$ cat src/rtl/integer_to_padded_text_unit_defines.svh
// Assertion macros shared by the integer-to-text formatter RTL.
// Depends on nothing; files that assert include it by name.
// Both macros sample on clk and are disabled while rst_n is low.
`ifndef INTEGER_TO_PADDED_TEXT_UNIT_DEFINES_SVH
`define INTEGER_TO_PADDED_TEXT_UNIT_DEFINES_SVH

`ifndef SYNTHESIS

// Plain property that must hold at every clock edge out of reset.
`define ITPT_ASSERT(label, prop) \
    label: assert property (@(posedge clk) disable iff (!rst_n) (prop)) \
        else $error("formatter assertion failed");

// Antecedent and consequent joined by a same-cycle implication.
`define ITPT_ASSERT_IMPL(label, ante, cons) \
    label: assert property (@(posedge clk) disable iff (!rst_n) (ante) |-> (cons)) \
        else $error("formatter assertion failed");

`else

`define ITPT_ASSERT(label, prop)
`define ITPT_ASSERT_IMPL(label, ante, cons)

`endif

`endif

$ cat src/rtl/itpt_pkg.sv
// Package for the integer-to-text formatter: sequencer states, ASCII codes,
// limits and the digit-to-character function. Depends on nothing.
`timescale 1ns / 1ps

package itpt_pkg;

    localparam int MAG_W        = 64;
    localparam int IN_TDATA_W   = 88;
    localparam int OUT_TDATA_W  = 8;
    localparam int BITS_PER_CYC = 8;
    localparam int DIV_STEPS    = MAG_W / BITS_PER_CYC;
    localparam int STEP_W       = $clog2(DIV_STEPS);

    localparam logic [5:0] LIMIT_62 = 6'd62;
    localparam logic [4:0] DEC_BASE = 5'd10;

    localparam logic [7:0] CH_ZERO    = 8'h30;
    localparam logic [7:0] CH_UPPER_A = 8'h41;
    localparam logic [7:0] CH_LOWER_A = 8'h61;
    localparam logic [7:0] CH_SPACE   = 8'h20;
    localparam logic [7:0] CH_MINUS   = 8'h2D;

    typedef enum logic [6:0] {
        ST_IDLE  = 7'b0000001,
        ST_CONV  = 7'b0000010,
        ST_CALC  = 7'b0000100,
        ST_SPACE = 7'b0001000,
        ST_SIGN  = 7'b0010000,
        ST_LZERO = 7'b0100000,
        ST_DIGIT = 7'b1000000
    } state_t;

    // Converts one digit value (0 to 15) to its ASCII character.
    function automatic logic [7:0] digit_char(input logic [3:0] d, input logic upper);
        logic [7:0] base;
        begin
            base = upper ? CH_UPPER_A : CH_LOWER_A;
            if (d < 4'd10)
                digit_char = CH_ZERO + {4'd0, d};
            else
                digit_char = base + {4'd0, d} - 8'd10;
        end
    endfunction

endpackage

$ cat src/rtl/integer_to_padded_text_unit.sv
// Steps: accept, convert to digits (division by ten for decimal, a shift for hex,
// up to 20 digits), set up the field, pass the space, sign and leading-zero states,
// then one character per cycle while the output is free. One request at a time.
// Reset: rst_n is asynchronous and active low; it clears the sequencer, the digit
// count and the output valid flag. No memory needs clearing.
`timescale 1ns / 1ps
`include "integer_to_padded_text_unit_defines.svh"

// Top level of the integer-to-text formatter; uses itpt_pkg and the
// assertion macros from integer_to_padded_text_unit_defines.svh.
module integer_to_padded_text_unit #(
    parameter int DIGIT_SLOTS = 32
) (
    input  logic        clk,
    input  logic        rst_n,
    input  logic        s_tvalid,
    output logic        s_tready,
    // From bit 0: magnitude[63:0], hex_base, upper_letters, minus_sign,
    // field_width[5:0], min_digits[6:0] (signed), zero_fill, zero fill to 88.
    input  logic [87:0] s_tdata,
    output logic        m_tvalid,
    input  logic        m_tready,
    // From bit 0: text_char[7:0].
    output logic [7:0]  m_tdata,
    output logic        m_tlast
);

    // The digit count must be able to hold DIGIT_SLOTS itself.
    localparam int NDIG_W = $clog2(DIGIT_SLOTS + 1);

    // Sequencer and request fields captured at accept.
    itpt_pkg::state_t state_reg, state_next;
    logic [itpt_pkg::MAG_W-1:0] val_reg, val_next;
    logic [3:0]  rem_reg, rem_next;
    logic [itpt_pkg::STEP_W-1:0] step_reg, step_next;
    logic        hex_reg, hex_next;
    logic        upper_reg, upper_next;
    logic        neg_reg, neg_next;
    logic [5:0]  width_reg, width_next;
    logic        has_prec_reg, has_prec_next;
    logic [5:0]  prec_reg, prec_next;
    logic        zfill_reg, zfill_next;
    logic [NDIG_W-1:0] ndig_reg, ndig_next;
    logic [5:0]  spc_reg, spc_next;
    logic [5:0]  lz_reg, lz_next;

    // Digits are kept as a stack: each new digit enters at slot 0 and the
    // most significant one ends up there, so the output reads slot 0 only.
    logic [3:0]  stack_reg [DIGIT_SLOTS];
    logic        push, pop;
    logic [3:0]  push_digit;

    // Output register that parts the sequencer from the downstream side.
    logic        m_tvalid_reg, m_tvalid_next;
    logic [7:0]  m_tdata_reg, m_tdata_next;
    logic        m_tlast_reg, m_tlast_next;

    logic        out_free;
    logic        emit;
    logic [7:0]  emit_char;
    logic        emit_last;

    // Request fields straight off the bus.
    logic [5:0]  in_width;
    logic [6:0]  in_prec;

    assign in_width = s_tdata[72:67];
    assign in_prec  = s_tdata[79:73];

    assign s_tready = (state_reg == itpt_pkg::ST_IDLE);
    assign m_tvalid = m_tvalid_reg;
    assign m_tdata  = m_tdata_reg;
    assign m_tlast  = m_tlast_reg;

    // A new character may be loaded when the output register is empty or
    // is being taken in this cycle.
    assign out_free = !m_tvalid_reg || m_tready;

    // Divide unit for decimal conversion: restoring division by ten, eight bits per cycle.
    // The remainder stays below ten, so each bit step is a five-bit compare
    // and subtract. After the last step of a digit val holds the quotient.
    logic [itpt_pkg::MAG_W-1:0] div_val;
    logic [3:0]  div_rem;

    always_comb
    begin
        logic [4:0] t;
        div_val = val_reg;
        div_rem = rem_reg;
        for (int i = 0; i < itpt_pkg::BITS_PER_CYC; i++)
        begin
            t       = {div_rem, div_val[itpt_pkg::MAG_W-1]};
            div_val = {div_val[itpt_pkg::MAG_W-2:0], 1'b0};
            if (t >= itpt_pkg::DEC_BASE)
            begin
                div_rem    = 4'(t - itpt_pkg::DEC_BASE);
                div_val[0] = 1'b1;
            end
            else
            begin
                div_rem = t[3:0];
            end
        end
    end

    // Field layout, computed once the digit count is known.
    logic [6:0] ndig_ext;
    logic [6:0] prec_ext;
    logic [6:0] zeros;
    logic [6:0] total;
    logic [6:0] pad;
    logic       zfill_mode;

    always_comb
    begin
        ndig_ext   = 7'(ndig_reg);
        prec_ext   = {1'b0, prec_reg};
        zfill_mode = zfill_reg && !has_prec_reg;
        zeros      = (has_prec_reg && (prec_ext > ndig_ext)) ? (prec_ext - ndig_ext) : 7'd0;
        total      = ndig_ext + zeros + {6'd0, neg_reg};
        pad        = ({1'b0, width_reg} > total) ? ({1'b0, width_reg} - total) : 7'd0;
    end

    // Sequencer.
    always_comb
    begin
        state_next    = state_reg;
        val_next      = val_reg;
        rem_next      = rem_reg;
        step_next     = step_reg;
        hex_next      = hex_reg;
        upper_next    = upper_reg;
        neg_next      = neg_reg;
        width_next    = width_reg;
        has_prec_next = has_prec_reg;
        prec_next     = prec_reg;
        zfill_next    = zfill_reg;
        ndig_next     = ndig_reg;
        spc_next      = spc_reg;
        lz_next       = lz_reg;
        push          = 1'b0;
        push_digit    = 4'd0;
        pop           = 1'b0;
        emit          = 1'b0;
        emit_char     = itpt_pkg::CH_SPACE;
        emit_last     = 1'b0;

        unique case (state_reg)
            itpt_pkg::ST_IDLE:
            begin
                if (s_tvalid)
                begin
                    val_next      = s_tdata[63:0];
                    hex_next      = s_tdata[64];
                    upper_next    = s_tdata[65];
                    neg_next      = s_tdata[66];
                    width_next    = (in_width > itpt_pkg::LIMIT_62) ? itpt_pkg::LIMIT_62
                                                                    : in_width;
                    // Any negative precision means none was given.
                    has_prec_next = !in_prec[6];
                    prec_next     = (in_prec[5:0] > itpt_pkg::LIMIT_62) ? itpt_pkg::LIMIT_62
                                                                        : in_prec[5:0];
                    zfill_next    = s_tdata[80];
                    rem_next      = 4'd0;
                    step_next     = '0;
                    ndig_next     = '0;
                    state_next    = itpt_pkg::ST_CONV;
                end
            end

            itpt_pkg::ST_CONV:
            begin
                // One digit is always produced, so a zero value gives "0".
                if (hex_reg)
                begin
                    push       = 1'b1;
                    push_digit = val_reg[3:0];
                    val_next   = val_reg >> 4;
                    ndig_next  = ndig_reg + NDIG_W'(1);
                    if ((val_reg[itpt_pkg::MAG_W-1:4] == '0) ||
                        (ndig_next == NDIG_W'(DIGIT_SLOTS)))
                        state_next = itpt_pkg::ST_CALC;
                end
                else
                begin
                    val_next = div_val;
                    rem_next = div_rem;
                    step_next = step_reg + itpt_pkg::STEP_W'(1);
                    if (step_reg == itpt_pkg::STEP_W'(itpt_pkg::DIV_STEPS - 1))
                    begin
                        push       = 1'b1;
                        push_digit = div_rem;
                        rem_next   = 4'd0;
                        ndig_next  = ndig_reg + NDIG_W'(1);
                        if ((div_val == '0) || (ndig_next == NDIG_W'(DIGIT_SLOTS)))
                            state_next = itpt_pkg::ST_CALC;
                    end
                end
            end

            itpt_pkg::ST_CALC:
            begin
                // With zero padding the sign goes first and the pad is zeros;
                // otherwise spaces lead and precision zeros follow the sign.
                spc_next   = zfill_mode ? 6'd0 : pad[5:0];
                lz_next    = zfill_mode ? pad[5:0] : zeros[5:0];
                state_next = itpt_pkg::ST_SPACE;
            end

            itpt_pkg::ST_SPACE:
            begin
                if (spc_reg == 6'd0)
                    state_next = itpt_pkg::ST_SIGN;
                else if (out_free)
                begin
                    emit      = 1'b1;
                    emit_char = itpt_pkg::CH_SPACE;
                    spc_next  = spc_reg - 6'd1;
                end
            end

            itpt_pkg::ST_SIGN:
            begin
                if (!neg_reg)
                    state_next = itpt_pkg::ST_LZERO;
                else if (out_free)
                begin
                    emit       = 1'b1;
                    emit_char  = itpt_pkg::CH_MINUS;
                    state_next = itpt_pkg::ST_LZERO;
                end
            end

            itpt_pkg::ST_LZERO:
            begin
                if (lz_reg == 6'd0)
                    state_next = itpt_pkg::ST_DIGIT;
                else if (out_free)
                begin
                    emit      = 1'b1;
                    emit_char = itpt_pkg::CH_ZERO;
                    lz_next   = lz_reg - 6'd1;
                end
            end

            itpt_pkg::ST_DIGIT:
            begin
                // The run always ends on the least significant digit.
                if (out_free)
                begin
                    emit      = 1'b1;
                    emit_char = itpt_pkg::digit_char(stack_reg[0], upper_reg);
                    emit_last = (ndig_reg == NDIG_W'(1));
                    pop       = 1'b1;
                    ndig_next = ndig_reg - NDIG_W'(1);
                    if (emit_last)
                        state_next = itpt_pkg::ST_IDLE;
                end
            end

            default:
            begin
                state_next = itpt_pkg::ST_IDLE;
            end
        endcase
    end

    // Output register next values.
    always_comb
    begin
        m_tvalid_next = m_tvalid_reg;
        m_tdata_next  = m_tdata_reg;
        m_tlast_next  = m_tlast_reg;
        if (emit)
        begin
            m_tvalid_next = 1'b1;
            m_tdata_next  = emit_char;
            m_tlast_next  = emit_last;
        end
        else if (m_tready)
        begin
            m_tvalid_next = 1'b0;
        end
    end

    // Control state.
    always_ff @(posedge clk or negedge rst_n)
    begin
        if (!rst_n)
        begin
            state_reg    <= itpt_pkg::ST_IDLE;
            m_tvalid_reg <= 1'b0;
            ndig_reg     <= '0;
        end
        else
        begin
            state_reg    <= state_next;
            m_tvalid_reg <= m_tvalid_next;
            ndig_reg     <= ndig_next;
        end
    end

    // Payload and working registers.
    always_ff @(posedge clk)
    begin
        val_reg      <= val_next;
        rem_reg      <= rem_next;
        step_reg     <= step_next;
        hex_reg      <= hex_next;
        upper_reg    <= upper_next;
        neg_reg      <= neg_next;
        width_reg    <= width_next;
        has_prec_reg <= has_prec_next;
        prec_reg     <= prec_next;
        zfill_reg    <= zfill_next;
        spc_reg      <= spc_next;
        lz_reg       <= lz_next;
        m_tdata_reg  <= m_tdata_next;
        m_tlast_reg  <= m_tlast_next;
    end

    // Digit stack: push shifts toward higher slots, pop toward slot 0.
    always_ff @(posedge clk)
    begin
        if (push)
        begin
            stack_reg[0] <= push_digit;
            for (int i = 1; i < DIGIT_SLOTS; i++)
                stack_reg[i] <= stack_reg[i-1];
        end
        else if (pop)
        begin
            for (int i = 0; i < DIGIT_SLOTS - 1; i++)
                stack_reg[i] <= stack_reg[i+1];
            stack_reg[DIGIT_SLOTS-1] <= 4'd0;
        end
    end

    // The digit count never passes the stack depth.
    `ITPT_ASSERT(a_ndig_bound, ndig_reg <= NDIG_W'(DIGIT_SLOTS))
    // A new request only starts with an empty digit stack.
    `ITPT_ASSERT_IMPL(a_accept_empty, s_tvalid && s_tready, ndig_reg == '0)
    // Digits are read out only while some remain.
    `ITPT_ASSERT_IMPL(a_digit_nonempty, state_reg == itpt_pkg::ST_DIGIT, ndig_reg != '0)
    // The marked last character always comes with the final digit.
    `ITPT_ASSERT_IMPL(a_last_final, emit && emit_last,
                      pop && (ndig_reg == NDIG_W'(1)) && (state_next == itpt_pkg::ST_IDLE))

endmodule

$ cat config.mk
export PLATFORM = sky130hd
export DESIGN_NAME = integer_to_padded_text_unit
export DESIGN_NICKNAME = d
export VERILOG_FILES = /design/src/rtl/itpt_pkg.sv /design/src/rtl/integer_to_padded_text_unit.sv
export VERILOG_INCLUDE_DIRS = /design/src /design/src/rtl
export SDC_FILE = /design/constraint.sdc
export NUM_CORES = 1
export LEC_CHECK = 0
export BUFFER_PORTS_ARGS = -buffer_cell sky130_fd_sc_hd__buf_4
export CAP_MARGIN = 30
export CELL_PAD_IN_SITES_DETAIL_PLACEMENT = 1
export CELL_PAD_IN_SITES_GLOBAL_PLACEMENT = 1
export CORE_MARGIN = 10
export CORE_UTILIZATION = 44
export CTS_CLUSTER_DIAMETER = 100
export DETAILED_ROUTE_END_ITERATION = 6
export GPL_ROUTABILITY_DRIVEN = 0
export PLACE_DENSITY_LB_ADDON = 0.25
export SLEW_MARGIN = 20
export SYNTH_ARGS = -nofsm -noshare
export SYNTH_HDL_FRONTEND = slang
export SYNTH_SLANG_ARGS = --single-unit
export TNS_END_PERCENT = 20
$ cat constraint.sdc
create_clock -name clk -period 10.5 [get_ports clk]
set_input_delay 1.05 -clock clk [delete_from_list [all_inputs] [get_ports clk]]
set_output_delay 1.05 -clock clk [all_outputs]
set_load 0.02 [all_outputs]
==> reports/qor.yml <==
cts:
  clk_latency_ns: 0.55
  cts_buffers: 28
  clock-root-buffer: "clkbuf_16"
  clk_pin_slew_worst_paths_ns: 0.06
  cts_tree: "built"
  htree_levels: 1
  clock_path_buffers: 3
  cts_setup_buffers: 0
  cts_sinks: 250
setup_path:
  cpMostUsedCell: "inv_1"
  crit_path_max_fanout: 13
  r2r_slack_ns: 0.82
  crit_type: "flip-flop to flip-flop"
  cp.required_ns: 10.79
  crit_path_end_kind: "flip-flop"
  critPathSlowestCell: "edfxtp_1"
  cp.arrival_ns: 9.96
  cpPeakStageDelay_ns: 0.46
  start_kind: "flip-flop"
sta:
  timing.fmax_mhz: 103
  worst_slew_margin_rel_pct: 38.4
  maxSlewViolCount: 0
  holdWs_ns: 0.349
  setup_viol: 0
  rsz0062_at_grt: "no"
  finalCritPeriodShare_pct: 92.1
  tightest_slew_ns: 0.914
  setup_slack_ns: 0.825
  fin_crit_ns: 9.68
  hold_viol_final: 0
  finClkSkew_ns: 0.0101
synthesis:
  ys_async_sr_fraction_pct: 5.60
  syn_avg_cell_area_um2: 10.6
  syn-cell-area_um2: 13800
  synth_top_area_cell: "edfxtp_1"
  synth.distinct_cells: 93
  synth_top_area_share_pct: 51.3
  synth-seq-cells: 250
  synth_edf_count: 236
  synth_warnings: 0
  syn_inst: 1303
  synth_flop_cell: "edfxtp_1"
  yosysSeqAreaShare_pct: 53.8
  syn_nets: 1434
  ys_top_cells_by_area: "edfxtp_1 (51%), nand2_1 (8.7%), mux2_2 (4.5%)"
detailed_routing:
  wl_met3_um: 1360
  drtAntennaViolNets: 0
  drc: 0
  top_layer_used: "met4"
  met2_length_um: 16900
  vias: 10122
  drt_iter0_markers: 666
  dr.pass1.iters: 5
  viasPerCell: 5.65
  wl_per_cell_um: 19.7
  wl_met1_um: 16400
  wl_um: 35300
finish:
  finalNonFillerCells: 1791
  multi_input_area_um2: 6010
  layout-drive-gt1-share_pct: 18.2
  register_area_um2: 7440
  area_growth_pct: 14.7
  n_fill_cell: 3358
  largest_reg_flops: 128
  layout.nets: 1504
  fin_util_pct: 51.4
  antenna_cells: 0
floorplanning:
  core_area_um2: 30800
  pin_count: 103
  initial_utilization_pct: 44.8
  die-area_um2: 38900
  rows: 64
  fp.dieW_um: 197
  die_h_um: 197
grt:
  grt_overflow: 0
  grt_use_total_pct: 17.7
  grt_pass1_vias: 10575
  grt_max_degree: 122
  grt_pass1_wl_um: 57000
  antenna_found_initial: 0
placed_design:
  dp_cells: 1736
  hpwl_um: 24400
  numPortBuffers: 94
  dp_slack_ns: -0.148
outcome:
  status: "finished clean"
job:
  cap_violations: 0
hold_path:
  min_path_type: "input port to async pin"
==> area by class of cell <==
class / count / area share [%]
flip-flops and latches: 250 / 46.9
multi-input cells: 935 / 37.9
repair buffers: 110 / 5.26
clock buffers: 36 / 4.81
well taps: 396 / 3.13
inverters: 48 / 1.14
clock inverters: 16 / 0.860
==> layout by cell type, fill, tap and decap left out, drive strengths merged, types with 13 or more instances in the layout <==
cell type / netlist / final
edfxtp: 236 / 236
a21oi: 39 / 39
a31oi: 17 / 17
nand2: 319 / 319
nor3: 16 / 16
clkbuf: 58 / 36
nand3: 15 / 15
o22ai: 13 / 13
buf: 12 / 110
nor4: 24 / 24
xnor2: 14 / 14
dfrtp: 13 / 13
inv: 48 / 48
nor2: 43 / 43
mux2i: 55 / 55
ha: 35 / 35
mux2: 55 / 55
a21o: 16 / 16
o21ai: 108 / 108
==> logic make-up after synthesis <==
family / after synthesis / synth area share [%]
other cells: 1 / 0.0271
xor+xnor: 23 / 1.46
mux: 110 / 8.49
compound gates: 268 / 13.1
buf+inv: 118 / 3.32
simple gates: 494 / 16.0
fa+ha+maj: 39 / 3.75
flops: 250 / 53.8
==> layer usage <==
metal,track usage (%),vias up
met5,0,-
met4,3.53,0
met3,2.49,44
met2,29.8,165
met1,23.9,5002
li1,-,4911
==> worst paths after layout <==
| kind | startpoint | end | cells after the start |
|---|---|---|---|
| worst max register to register | rem_reg[1] | stack_reg[0][1] | 45 |
| max in group asynchronous | rst_n | state_reg[0] | 1 |
| worst max-delay path | rem_reg[1] | stack_reg[0][1] | 45 |
| worst min register to register | stack_reg[0][25] | stack_reg[0][21] | 2 |
| worst min-delay path | rst_n | m_tvalid | 1 |
| min in group clk | stack_reg[0][25] | stack_reg[0][21] | 2 |
==> repair_timing <==
action,4_1_cts,5_1_grt
resized for setup,2,14
setup endpoints to repair,2,12
hold buffers,0,0
pin swaps,0,1
==> critical path: cells and delay by family, from the launching register on <==
| family | cells | cell delay, ns |
|---|---|---|
| AOI/OAI and AO/OA | 19 | 3.92 |
| adders and majority gates | 8 | 2.09 |
| and+or+nand+nor | 10 | 2.02 |
| buffers and inverters | 7 | 0.75 |
| DFF | 1 | 0.46 |
| xor gates and xnor gates | 1 | 0.22 |
==> per-stage QoR <==
| stage | TNS [ns] | cell area (um2) |
|---|---|---|
| final | 0 | 15900 |
| after global routing | 0 | 15900 |
| after detailed placement | -0.262 | 14900 |
| after CTS | 0 | 15800 |
| after global placement | 0 | 14900 |
| after floorplan | 0 | 13800 |
==> cells in the mapped netlist, types with 3 or more instances <==
| cell type | count |
|---|---|
| a211o_1 | 3 |
| a21o_1 | 14 |
| a21oi_1 | 38 |
| a22oi_1 | 3 |
| a31oi_1 | 16 |
| a32oi_1 | 7 |
| and2_1 | 10 |
| and3_1 | 5 |
| and4_1 | 3 |
| buf_1 | 6 |
| buf_2 | 4 |
| clkbuf_1 | 58 |
| dfrtp_1 | 13 |
| edfxtp_1 | 236 |
| fa_1 | 4 |
| ha_1 | 35 |
| inv_1 | 48 |
| mux2_2 | 55 |
| mux2i_1 | 54 |
| nand2_1 | 319 |
| nand2b_1 | 10 |
| nand3_1 | 15 |
| nand3b_1 | 11 |
| nand4_1 | 12 |
| nor2_1 | 41 |
| nor2b_1 | 10 |
| nor3_1 | 15 |
| nor3b_1 | 3 |
| nor4_1 | 24 |
| o211ai_1 | 6 |
| o21ai_0 | 100 |
| o21ai_1 | 7 |
| o21bai_1 | 6 |
| o22ai_1 | 13 |
| o31ai_1 | 4 |
| or3_1 | 3 |
| xnor2_1 | 14 |
| xor2_1 | 9 |
Power is left out: the tool's default activity adds up to more than one toggle a clock period on the data nets, which glitch-free logic cannot reach.
